--- config.mk ---
export PLATFORM = sky130hd
export DESIGN_NAME = crc16_frame_receiver_core
export DESIGN_NICKNAME = d
export VERILOG_FILES = /design/src/hw/rtl/crcfr_pkg.sv /design/src/hw/rtl/crc16_frame_receiver_core.sv /design/src/hw/rtl/crcfr_parser.sv
export SDC_FILE = /design/constraint.sdc
export NUM_CORES = 1
export LEC_CHECK = 0
export ABC_AREA = 1
export BUFFER_PORTS_ARGS = -buffer_cell sky130_fd_sc_hd__buf_2
export CELL_PAD_IN_SITES_DETAIL_PLACEMENT = 1
export CELL_PAD_IN_SITES_GLOBAL_PLACEMENT = 1
export CORE_UTILIZATION = 49
export CTS_BUF_LIST = sky130_fd_sc_hd__clkbuf_4 sky130_fd_sc_hd__clkbuf_8
export CTS_CLUSTER_SIZE = 28
export DETAILED_ROUTE_END_ITERATION = 16
export HOLD_SLACK_MARGIN = 0.02
export PLACE_DENSITY = 0.82
export SLEW_MARGIN = 20
export SYNTH_ARGS = -nofsm -noshare
export SYNTH_HDL_FRONTEND = slang
export SYNTH_SLANG_ARGS = --single-unit
--- constraint.sdc ---
create_clock -name clk -period 3.2 [get_ports clk]
set_clock_uncertainty 0.15 [all_clocks]
set_input_delay 0.16 -clock clk [delete_from_list [all_inputs] [get_ports clk]]
set_output_delay 0.16 -clock clk [all_outputs]
set_load 0.05 [all_outputs]
--- src/hw/rtl/crcfr_pkg.sv ---
`timescale 1ns / 1ps
// ----------------------------------------------------------------------------
// crcfr_pkg
// Shared types, constants and the byte-wide CRC-16 (0x8005) update for the
// CRC-16 checked frame receiver.
// ----------------------------------------------------------------------------
package crcfr_pkg;

	localparam logic [7:0]  HEADER_BYTE  = 8'hFF;
	localparam logic [7:0]  TRAILER_BYTE = 8'hFE;
	localparam logic [15:0] CRC_POLY     = 16'h8005;
	localparam logic [15:0] CRC_INIT     = 16'h0000;
	localparam int unsigned PAYLOAD_LEN  = 3;

	typedef enum logic [1:0] {
		STATUS_OK          = 2'd0,
		STATUS_BAD_TRAILER = 2'd1,
		STATUS_BAD_CRC     = 2'd2
	} frame_status_t;

	typedef enum logic [7:0] {
		PH_HUNT    = 8'b0000_0001,
		PH_ID      = 8'b0000_0010,
		PH_PL0     = 8'b0000_0100,
		PH_PL1     = 8'b0000_1000,
		PH_PL2     = 8'b0001_0000,
		PH_CRC_HI  = 8'b0010_0000,
		PH_CRC_LO  = 8'b0100_0000,
		PH_TRAILER = 8'b1000_0000
	} phase_t;

	typedef struct packed {
		logic          emit;
		frame_status_t status;
		logic [7:0]    track;
		logic [7:0]    heading;
		logic [7:0]    detect;
	} crcfr_res_t;

	function automatic logic [15:0] crc16_byte(input logic [15:0] crc, input logic [7:0] data);
		logic [15:0] c;
		c = crc ^ {data, 8'h00};
		for (int b = 0; b < 8; b++) begin
			if (c[15]) begin
				c = {c[14:0], 1'b0} ^ CRC_POLY;
			end else begin
				c = {c[14:0], 1'b0};
			end
		end
		return c;
	endfunction

endpackage

--- src/hw/rtl/crc16_frame_receiver_core.sv ---
`timescale 1ns / 1ps
// ----------------------------------------------------------------------------
// crc16_frame_receiver_core
// Takes one received byte per cycle while in_stall is low and one result per
// completed frame. Frames are 0xFF, partner id, three payload bytes, CRC-16
// (0x8005, MSB first, init 0) high and low bytes over header, id and payload,
// then trailer 0xFE. A byte passes an input register, then the frame logic
// updates its state and CRC; a frame's result is registered in the result
// register when its trailer byte is stepped, and the CRC update is byte-wide.
// Only a stalled result with another result behind it holds the input side.
// partner_id may be written only while idle.
// ----------------------------------------------------------------------------
module crc16_frame_receiver_core (
	input  logic       clk,
	input  logic       arst_n,
	input  logic       partner_id_wr_en,
	input  logic [7:0] partner_id_wr_data,
	input  logic       in_valid,
	output logic       in_stall,
	input  logic [7:0] rx_byte,
	output logic       out_valid,
	input  logic       out_stall,
	output logic [1:0] frame_status,
	output logic [7:0] track_byte,
	output logic [7:0] heading_byte,
	output logic [7:0] detect_byte
);
	import crcfr_pkg::*;

	logic          [7:0] partner_id_q;
	logic                valid_s1;
	logic          [7:0] byte_s1;
	logic                advance;
	logic                step;
	crcfr_res_t          res;
	logic                out_valid_q;
	frame_status_t       status_q;
	logic          [7:0] track_q;
	logic          [7:0] heading_q;
	logic          [7:0] detect_q;

	always_ff @(posedge clk or negedge arst_n) begin
		if (!arst_n) begin
			partner_id_q <= 8'h00;
		end else if (partner_id_wr_en) begin
			partner_id_q <= partner_id_wr_data;
		end
	end

	assign advance  = !valid_s1 || !res.emit || !out_valid_q || !out_stall;
	assign step     = valid_s1 && advance;
	assign in_stall = valid_s1 && !advance;

	// input register
	always_ff @(posedge clk or negedge arst_n) begin
		if (!arst_n) begin
			valid_s1 <= 1'b0;
		end else if (!in_stall) begin
			valid_s1 <= in_valid;
		end
	end

	always_ff @(posedge clk) begin
		if (!in_stall && in_valid) begin
			byte_s1 <= rx_byte;
		end
	end

	crcfr_parser u_parser (
		.clk        (clk),
		.arst_n     (arst_n),
		.step       (step),
		.data       (byte_s1),
		.partner_id (partner_id_q),
		.res        (res)
	);

	// result register
	always_ff @(posedge clk or negedge arst_n) begin
		if (!arst_n) begin
			out_valid_q <= 1'b0;
		end else if (step && res.emit) begin
			out_valid_q <= 1'b1;
		end else if (!out_stall) begin
			out_valid_q <= 1'b0;
		end
	end

	always_ff @(posedge clk) begin
		if (step && res.emit) begin
			status_q  <= res.status;
			track_q   <= res.track;
			heading_q <= res.heading;
			detect_q  <= res.detect;
		end
	end

	assign out_valid    = out_valid_q;
	assign frame_status = status_q;
	assign track_byte   = track_q;
	assign heading_byte = heading_q;
	assign detect_byte  = detect_q;

	// a request held at the input always has a byte waiting in stage one
	a_stall_has_item: assert property (@(posedge clk) disable iff (!arst_n)
		in_stall |-> (valid_s1 && res.emit && out_valid_q))
		else $error("input stalled without a pending trailer");

	// a stepped trailer always yields a result request
	a_trailer_emits: assert property (@(posedge clk) disable iff (!arst_n)
		(step && res.emit) |=> out_valid)
		else $error("trailer byte produced no result");

	// a new result only follows a stepped trailer
	a_result_source: assert property (@(posedge clk) disable iff (!arst_n)
		$rose(out_valid) |-> $past(step && res.emit))
		else $error("result appeared without a trailer");

	// a stepped non-trailer byte never replaces a waiting result
	a_result_held: assert property (@(posedge clk) disable iff (!arst_n)
		(out_valid && out_stall) |=> ($stable(track_byte) && $stable(frame_status)))
		else $error("stalled result changed");

endmodule

--- src/hw/rtl/crcfr_parser.sv ---
`timescale 1ns / 1ps
// ----------------------------------------------------------------------------
// crcfr_parser
// Frame state machine: header hunt, id check, payload capture, running CRC
// and trailer check. Presents the result of the byte being stepped.
// ----------------------------------------------------------------------------
module crcfr_parser (
	input  logic                 clk,
	input  logic                 arst_n,
	input  logic                 step,
	input  logic [7:0]           data,
	input  logic [7:0]           partner_id,
	output crcfr_pkg::crcfr_res_t res
);
	import crcfr_pkg::*;

	phase_t      phase_q, phase_d;
	logic [15:0] crc_q, crc_d;
	logic        crc_ok_q, crc_ok_d;
	logic [7:0]  pl_q [PAYLOAD_LEN];
	logic [7:0]  crc_hi_q;
	logic [15:0] crc_next;

	assign crc_next = crc16_byte(crc_q, data);

	always_comb begin
		phase_d  = phase_q;
		crc_d    = crc_q;
		crc_ok_d = crc_ok_q;
		unique case (phase_q)
			PH_HUNT: begin
				if (data == HEADER_BYTE) begin
					crc_d   = crc16_byte(CRC_INIT, data);
					phase_d = PH_ID;
				end
			end
			PH_ID: begin
				if (data == partner_id) begin
					crc_d   = crc_next;
					phase_d = PH_PL0;
				end else begin
					phase_d = PH_HUNT;
				end
			end
			PH_PL0: begin
				crc_d   = crc_next;
				phase_d = PH_PL1;
			end
			PH_PL1: begin
				crc_d   = crc_next;
				phase_d = PH_PL2;
			end
			PH_PL2: begin
				crc_d   = crc_next;
				phase_d = PH_CRC_HI;
			end
			PH_CRC_HI: begin
				phase_d = PH_CRC_LO;
			end
			PH_CRC_LO: begin
				crc_ok_d = (crc_hi_q == crc_q[15:8]) && (data == crc_q[7:0]);
				phase_d  = PH_TRAILER;
			end
			PH_TRAILER: begin
				phase_d = PH_HUNT;
			end
			default: begin
				phase_d = PH_HUNT;
			end
		endcase
	end

	always_ff @(posedge clk or negedge arst_n) begin
		if (!arst_n) begin
			phase_q  <= PH_HUNT;
			crc_q    <= CRC_INIT;
			crc_ok_q <= 1'b0;
		end else if (step) begin
			phase_q  <= phase_d;
			crc_q    <= crc_d;
			crc_ok_q <= crc_ok_d;
		end
	end

	// payload and received crc high byte, no reset
	always_ff @(posedge clk) begin
		if (step) begin
			if (phase_q == PH_PL0) begin
				pl_q[0] <= data;
			end
			if (phase_q == PH_PL1) begin
				pl_q[1] <= data;
			end
			if (phase_q == PH_PL2) begin
				pl_q[2] <= data;
			end
			if (phase_q == PH_CRC_HI) begin
				crc_hi_q <= data;
			end
		end
	end

	always_comb begin
		res.emit    = (phase_q == PH_TRAILER);
		res.track   = pl_q[0];
		res.heading = pl_q[1];
		res.detect  = pl_q[2];
		priority if (data != TRAILER_BYTE) begin
			res.status = STATUS_BAD_TRAILER;
		end else if (!crc_ok_q) begin
			res.status = STATUS_BAD_CRC;
		end else begin
			res.status = STATUS_OK;
		end
	end

endmodule
### After elaboration in Yosys (flattened, before gate mapping)

Memory sizes are Yosys's and may differ from the RTL's. A register that Yosys moved wholly into a read port is not among the register bits.
Cells that the tools add are included.

| word-level totals | value |
|---|---|
| memories | 1 |
| ROM bits | 0 |
| register bits after elaboration | 53 |
| output and inout port bits | 28 |
| memory bits (writable) | 24 |
| logic and storage cells | 119 |
| latch bits | 0 |

Memories:

| memory | words | bits a word | read ports | clocked after memory_dff | write ports | line | RTL |
|---|---|---|---|---|---|---|---|
| u_parser.pl_q | 3 | 8 | 3 | 3 | 1 | crcfr_parser.sv:20 | `logic [7:0] pl_q [PAYLOAD_LEN];` |

| cells by class | value |
|---|---|
| add/sub/neg operators | 0 |
| div/mod/pow operators | 0 |
| bitwise logic cells | 17 |
| reduce and logical (&&, ||, !) cells | 22 |
| multiply operators | 0 |
| magnitude comparators | 0 |
| muxes and demuxes | 54 |
| shift-type cells | 0 |
| eq/ne operators | 16 |

Operator list:

| operator | number |
|---|---|
| two-way mux 16 bit | 32 |
| one-hot mux 8 bit (7 select lines) | 1 |
| NOT 3 bit | 16 |
| one-hot mux 16 bit (3 select lines) | 1 |
| equality test 8 bit | 3 |
| two-way mux 8 bit | 3 |
| equality test 8 bit, second input constant | 2 |
| OR reduction 8 bit | 2 |
| XOR 16 bit | 1 |
| two-way mux 1 bit | 13 |
| equality test 8 x 1 -> 1 bit, second input constant | 1 |
| equality test 8 x 2 -> 1 bit, second input constant | 1 |
| equality test 8 x 3 -> 1 bit, second input constant | 1 |
| equality test 8 x 4 -> 1 bit, second input constant | 1 |
| equality test 8 x 5 -> 1 bit, second input constant | 1 |
| equality test 8 x 6 -> 1 bit, second input constant | 1 |
| equality test 8 x 7 -> 1 bit, second input constant | 1 |
| inequality test 8 bit, second input constant | 1 |
| zero test 1 bit | 6 |
| two-way mux 2 bit | 3 |
| inequality test 2 x 1 -> 1 bit, second input constant | 3 |
| AND reduction 2 bit | 3 |
| logical AND 1 bit | 5 |
| AND reduction 4 bit | 1 |
| other kinds (4) | 6 |

### Logic depth before layout (Yosys ltp)

| logic depth | value |
|---|---|
| depth in word-level cells | 32 |
| gate-level depth with buffers | 15 |
| depth with buffers taken out | 14 |

### By module

Synthesis repeated with hierarchy kept, for this count alone.

| second synthesis, totals | value |
|---|---|
| cell total of the unflattened synthesis | 422 |
| area, all modules | 4,460.5 µm² |

Modules (own cells, without submodules):

| module | seq. area each (µm²) | cells each | area an instance (µm²) | times used |
|---|---|---|---|---|
| crcfr_parser | 1,587.8 | 343 | 3,037.9 | 1 |
| crc16_frame_receiver_core | 1,271.2 | 79 | 1,422.6 | 1 |

### Worst setup path after synthesis

No wires, ideal clock.

| timing | value |
|---|---|
| kind | register to register |
| from | reg u_parser.phase_q[3] |
| to | reg detect_q[0] (netlist: detect_byte[0]), read port of u_parser.pl_q, enable pin |
| data arrival time | 1.933 ns |
| data required time | 2.641 ns |
| slack | 0.708 ns |
| stages on the path, launching flop included | 6 |
| path buffers | 0 |
| path through | dfrtp_1 > nor2_4 > nand2_4 > inv_2 > nand3_1 > nor2_1 |

| between the ends | value |
|---|---|
| word-level cells in the longest chain between the ends | 7 |

Ends and longest elaborated chain:

| element | line | RTL |
|---|---|---|
| start: declaration | crcfr_parser.sv:17 | `phase_t phase_q, phase_d;` |
| start signal: assignment | crcfr_parser.sv:79 | `phase_q <= phase_d;` |
| equality test 8 bit * | crcfr_parser.sv:104 | `res.emit = (phase_q == PH_TRAILER);` |
| zero test 1 bit | crc16_frame_receiver_core.sv:50 | `assign advance = !valid_s1 \|\| !res.emit \|\| !out_valid_q \|\| !out_stall;` |
| logical OR 1 bit (3 in a row) | crc16_frame_receiver_core.sv:50 |  |
| logical AND 1 bit | crc16_frame_receiver_core.sv:51 | `assign step = valid_s1 && advance;` |
| logical AND 1 bit * | crc16_frame_receiver_core.sv:90 | `if (step && res.emit) begin` |
| end: declaration | crc16_frame_receiver_core.sv:40 | `logic [7:0] detect_q;` |

Mark *: on every way between the ends. The rest lies on a longest branch, timed or not.
A chain may end at the register's enable or synchronous reset.

### Final worst setup path

| timing | value |
|---|---|
| from | reg byte_s1[7] |
| to | reg u_parser.crc_q[11] |

| between the ends | value |
|---|---|
| word-level cells in the longest chain between the ends | 3 |

Ends and longest elaborated chain:

| element | line | RTL |
|---|---|---|
| start: declaration | crc16_frame_receiver_core.sv:32 | `logic [7:0] byte_s1;` |
| start signal: assignment | crc16_frame_receiver_core.sv:65 | `byte_s1 <= rx_byte;` |
| equality test 8 bit (on tied branches) | crcfr_parser.sv:38, crcfr_parser.sv:32 |  |
| inequality test 2 x 1 -> 1 bit (no line) | -- |  |
| AND reduction 4 bit (no line) * | -- |  |
| end signal: assignment | crcfr_parser.sv:80 | `crc_q <= crc_d;` |
| end: declaration | crcfr_parser.sv:18 | `logic [15:0] crc_q, crc_d;` |

Marks and branches as above.

==> results.cfg <==
[cts]
clock-root-buffer = clkbuf_8
clk_latency_ns = 0.36
cts_tree = built
htree_levels = 3
cts_buffers = 9
clk_pin_slew_ns = 0.11
clock-sinks = 101
clockBufferDepth = 2
cts_resized = 0

[worst_setup_path]
critPathKind = reg2reg
crit_path_end_kind = flip-flop
crit_buf_inv = 2
path_max_fanout = 18
critPathTopFamily = simple AND/OR/NAND/NOR gates
cp.required_ns = 3.34
crit_chain = inv_1 > nand2_1 > nand4_1 > nor2_1 > nand2_1 > nand2_1 > nand3_4 > inv_4 > nand3_1 > o21ai_1
path_depth = 10
cpPeakStageDelay_ns = 0.69
slowest_stage = edfxtp_1
reg2regPathDepth = 10
crit_top_cell = nand2_1
startpoint_type = flip-flop
critical_path_arrival_ns = 2.54

[routing]
drtIter0Drc = 134
drc = 0
wl_met1_mm = 4.55
top_layer_used = met4
wl_per_cell_um = 18.0
wl_met2_mm = 5.93
viasPerCell = 5.24
via_count = 3202
drtPass1Iterations = 5
antenna_left = 0
wl_met3_um = 351
drt-total-wl_mm = 11.0

[pwr]
vdd_drop_max_v = 0.000291
p_leak_uw = 0.00237
power.internal_uw = 2230
p_comb_share_pct = 31.3
power_frac_seq_pct = 47.1
p_per_area_nw_per_um2 = 663
switching_power_uw = 1380
p_clk_share_pct = 21.7
p_sw_share_pct = 38.2

[finish]
drive_above_1_share_pct = 22.2
utilization_pct = 59.3
instances_no_fill = 611
nets = 521
design_area_um2 = 5460
final_cell_mix = nand2_1, edfxtp_1, buf_2, inv_1, dfrtp_1
syn2layout_area_growth_pct = 17.8
fill_cells = 1000
num_antenna_cells = 0
layout_commonest_cell = nand2_1

[floorplan]
ioPinCount = 49
dieHeight_um = 99.2
start_util_pct = 50.4
rows = 35
core_area_um2 = 9200
die_area_um2 = 9840
die_w_um = 99.2

[sta]
worst_pin_slew_ns = 0.834
setup_viol = 0
fin_crit_ns = 2.40
max_freq_mhz = 417
rsz0062_at_grt = no
period_share_pct = 74.9
fin_setup_tns_ns = 0
finalHoldViolCount = 0
maxSlewViolCount = 0
holdWs_ns = 0.0739
relSlewSlack_pct = 44.2

[placement]
dp.cells = 566
placed_area_um2 = 4970
place.gp.congestion = 0.823
dp_hpwl_mm = 8.11
io_buffers = 48

[global_route]
grt_max_degree = 36
antenna_found_initial = 0
grt_pass1_vias = 3430
gr-total-overflow = 0
grt_first_pass_wirelength_mm = 17.7
grt_usage_pct = 24.2

[synth]
synth_cells = 413
synth_flop_cell = edfxtp_1
synthDistinctLibCells = 47
yosysWarnings = 0
netlist_area_um2 = 4630
synth-seq-area-share_pct = 61.7
syn_avg_cell_area_um2 = 11.2
yosys_register_bits = 101
async_flop_share_pct = 34.7
synth_edf_count = 66
syn_nets = 439

[hold_path]
holdCritPathClass = in2reg
holdPathStages = 2

[run_status]
status = finished, final reports clean

[run]
drv_cap = 0
## flip-flops by register name, summed over array words and instances (netlist names)
signal	count
u_parser.crc_hi_q	8
out_valid	1
byte_s1	8
u_parser.crc_q	16
frame_status	2
heading_byte	8
u_parser.phase_q	8
u_parser.pl_q	24
u_parser.crc_ok_q	1
track_byte	8
partner_id_q	8
detect_byte	8
valid_s1	1
## cell families (layout without fill, tap and decap cells)
kind of cell    after synthesis  count (layout)  synth area share (%)
compound gates               42              42                  5.30
mux                           3               3                 0.729
fa+ha+maj                     5               5                  1.35
flops                       101             101                  61.7
simple gates                177             177                  19.8
buf+inv                      55             142                  5.11
xor+xnor                     30              30                  6.00
## metal layers
layer / vias up / track usage (%)
met4: 0 / 6.79
li1: 1533 / -
met2: 71 / 45.4
met5: - / 0
met1: 1584 / 29.0
met3: 14 / 3.51
## path summary, 6_finish.rpt
path	start	endpoint	slack, ns
max	byte_s1[7]	u_parser.crc_q[11]	0.80
min	partner_id_wr_en	partner_id_q[4]	0.07
max reg2reg	byte_s1[7]	u_parser.crc_q[11]	0.80
min reg2reg	u_parser.pl_q[0][3]	track_byte[3]	0.28
max in group asynchronous	arst_n	partner_id_q[2]	2.09
min in group asynchronous	arst_n	u_parser.crc_q[1]	0.28
## power by group through the flow
stage / clock (µW) / combinational [µW] / sequential (µW)
after floorplan: 0 / 894 / 1650
after global placement: 0 / 1040 / 1720
after detailed placement: 0 / 1090 / 1730
after CTS: 792 / 1130 / 1700
after global routing: 843 / 1260 / 1720
final: 784 / 1130 / 1700
## synthesized netlist by cell type (all sizes together), types with 5 or more instances
library cell / number / area (µm²)
dfrtp: 34 / 851
ha: 5 / 62.6
nand4: 6 / 58.8
xor2: 24 / 218
nand3: 22 / 148
inv: 45 / 171
nand2: 111 / 459
xnor2: 6 / 60.1
buf: 8 / 57.6
edfxtp: 66 / 1980
o21ai: 30 / 154
nor2: 25 / 143
nor4: 7 / 65.1
## timing repair
item,4_1_cts,5_1_grt
hold endpoints to repair,52,0
endpoints found under the setup margin,0,0
setup buffers,0,0
hold buffers,29,0
## layout make-up
cell class | instances | area (µm²) | area share [%]
flip-flops and latches | 101 | 2860 | 52.4
multi-input cells | 257 | 1540 | 28.2
repair buffers | 80 | 553 | 10.1
inverters | 46 | 175 | 3.21
well taps | 111 | 139 | 2.55
clock buffers | 9 | 124 | 2.27
clock inverters | 7 | 67.6 | 1.24
## stage by stage
step,total power (µW),setup slack [ns]
global route,3820,0.631
floorplan,2550,0.708
global placement,2750,0.902
detailed placement,2820,0.834
CTS,3620,0.801
finish,3620,0.803
Note: power is estimated with default switching activity, not from simulation.
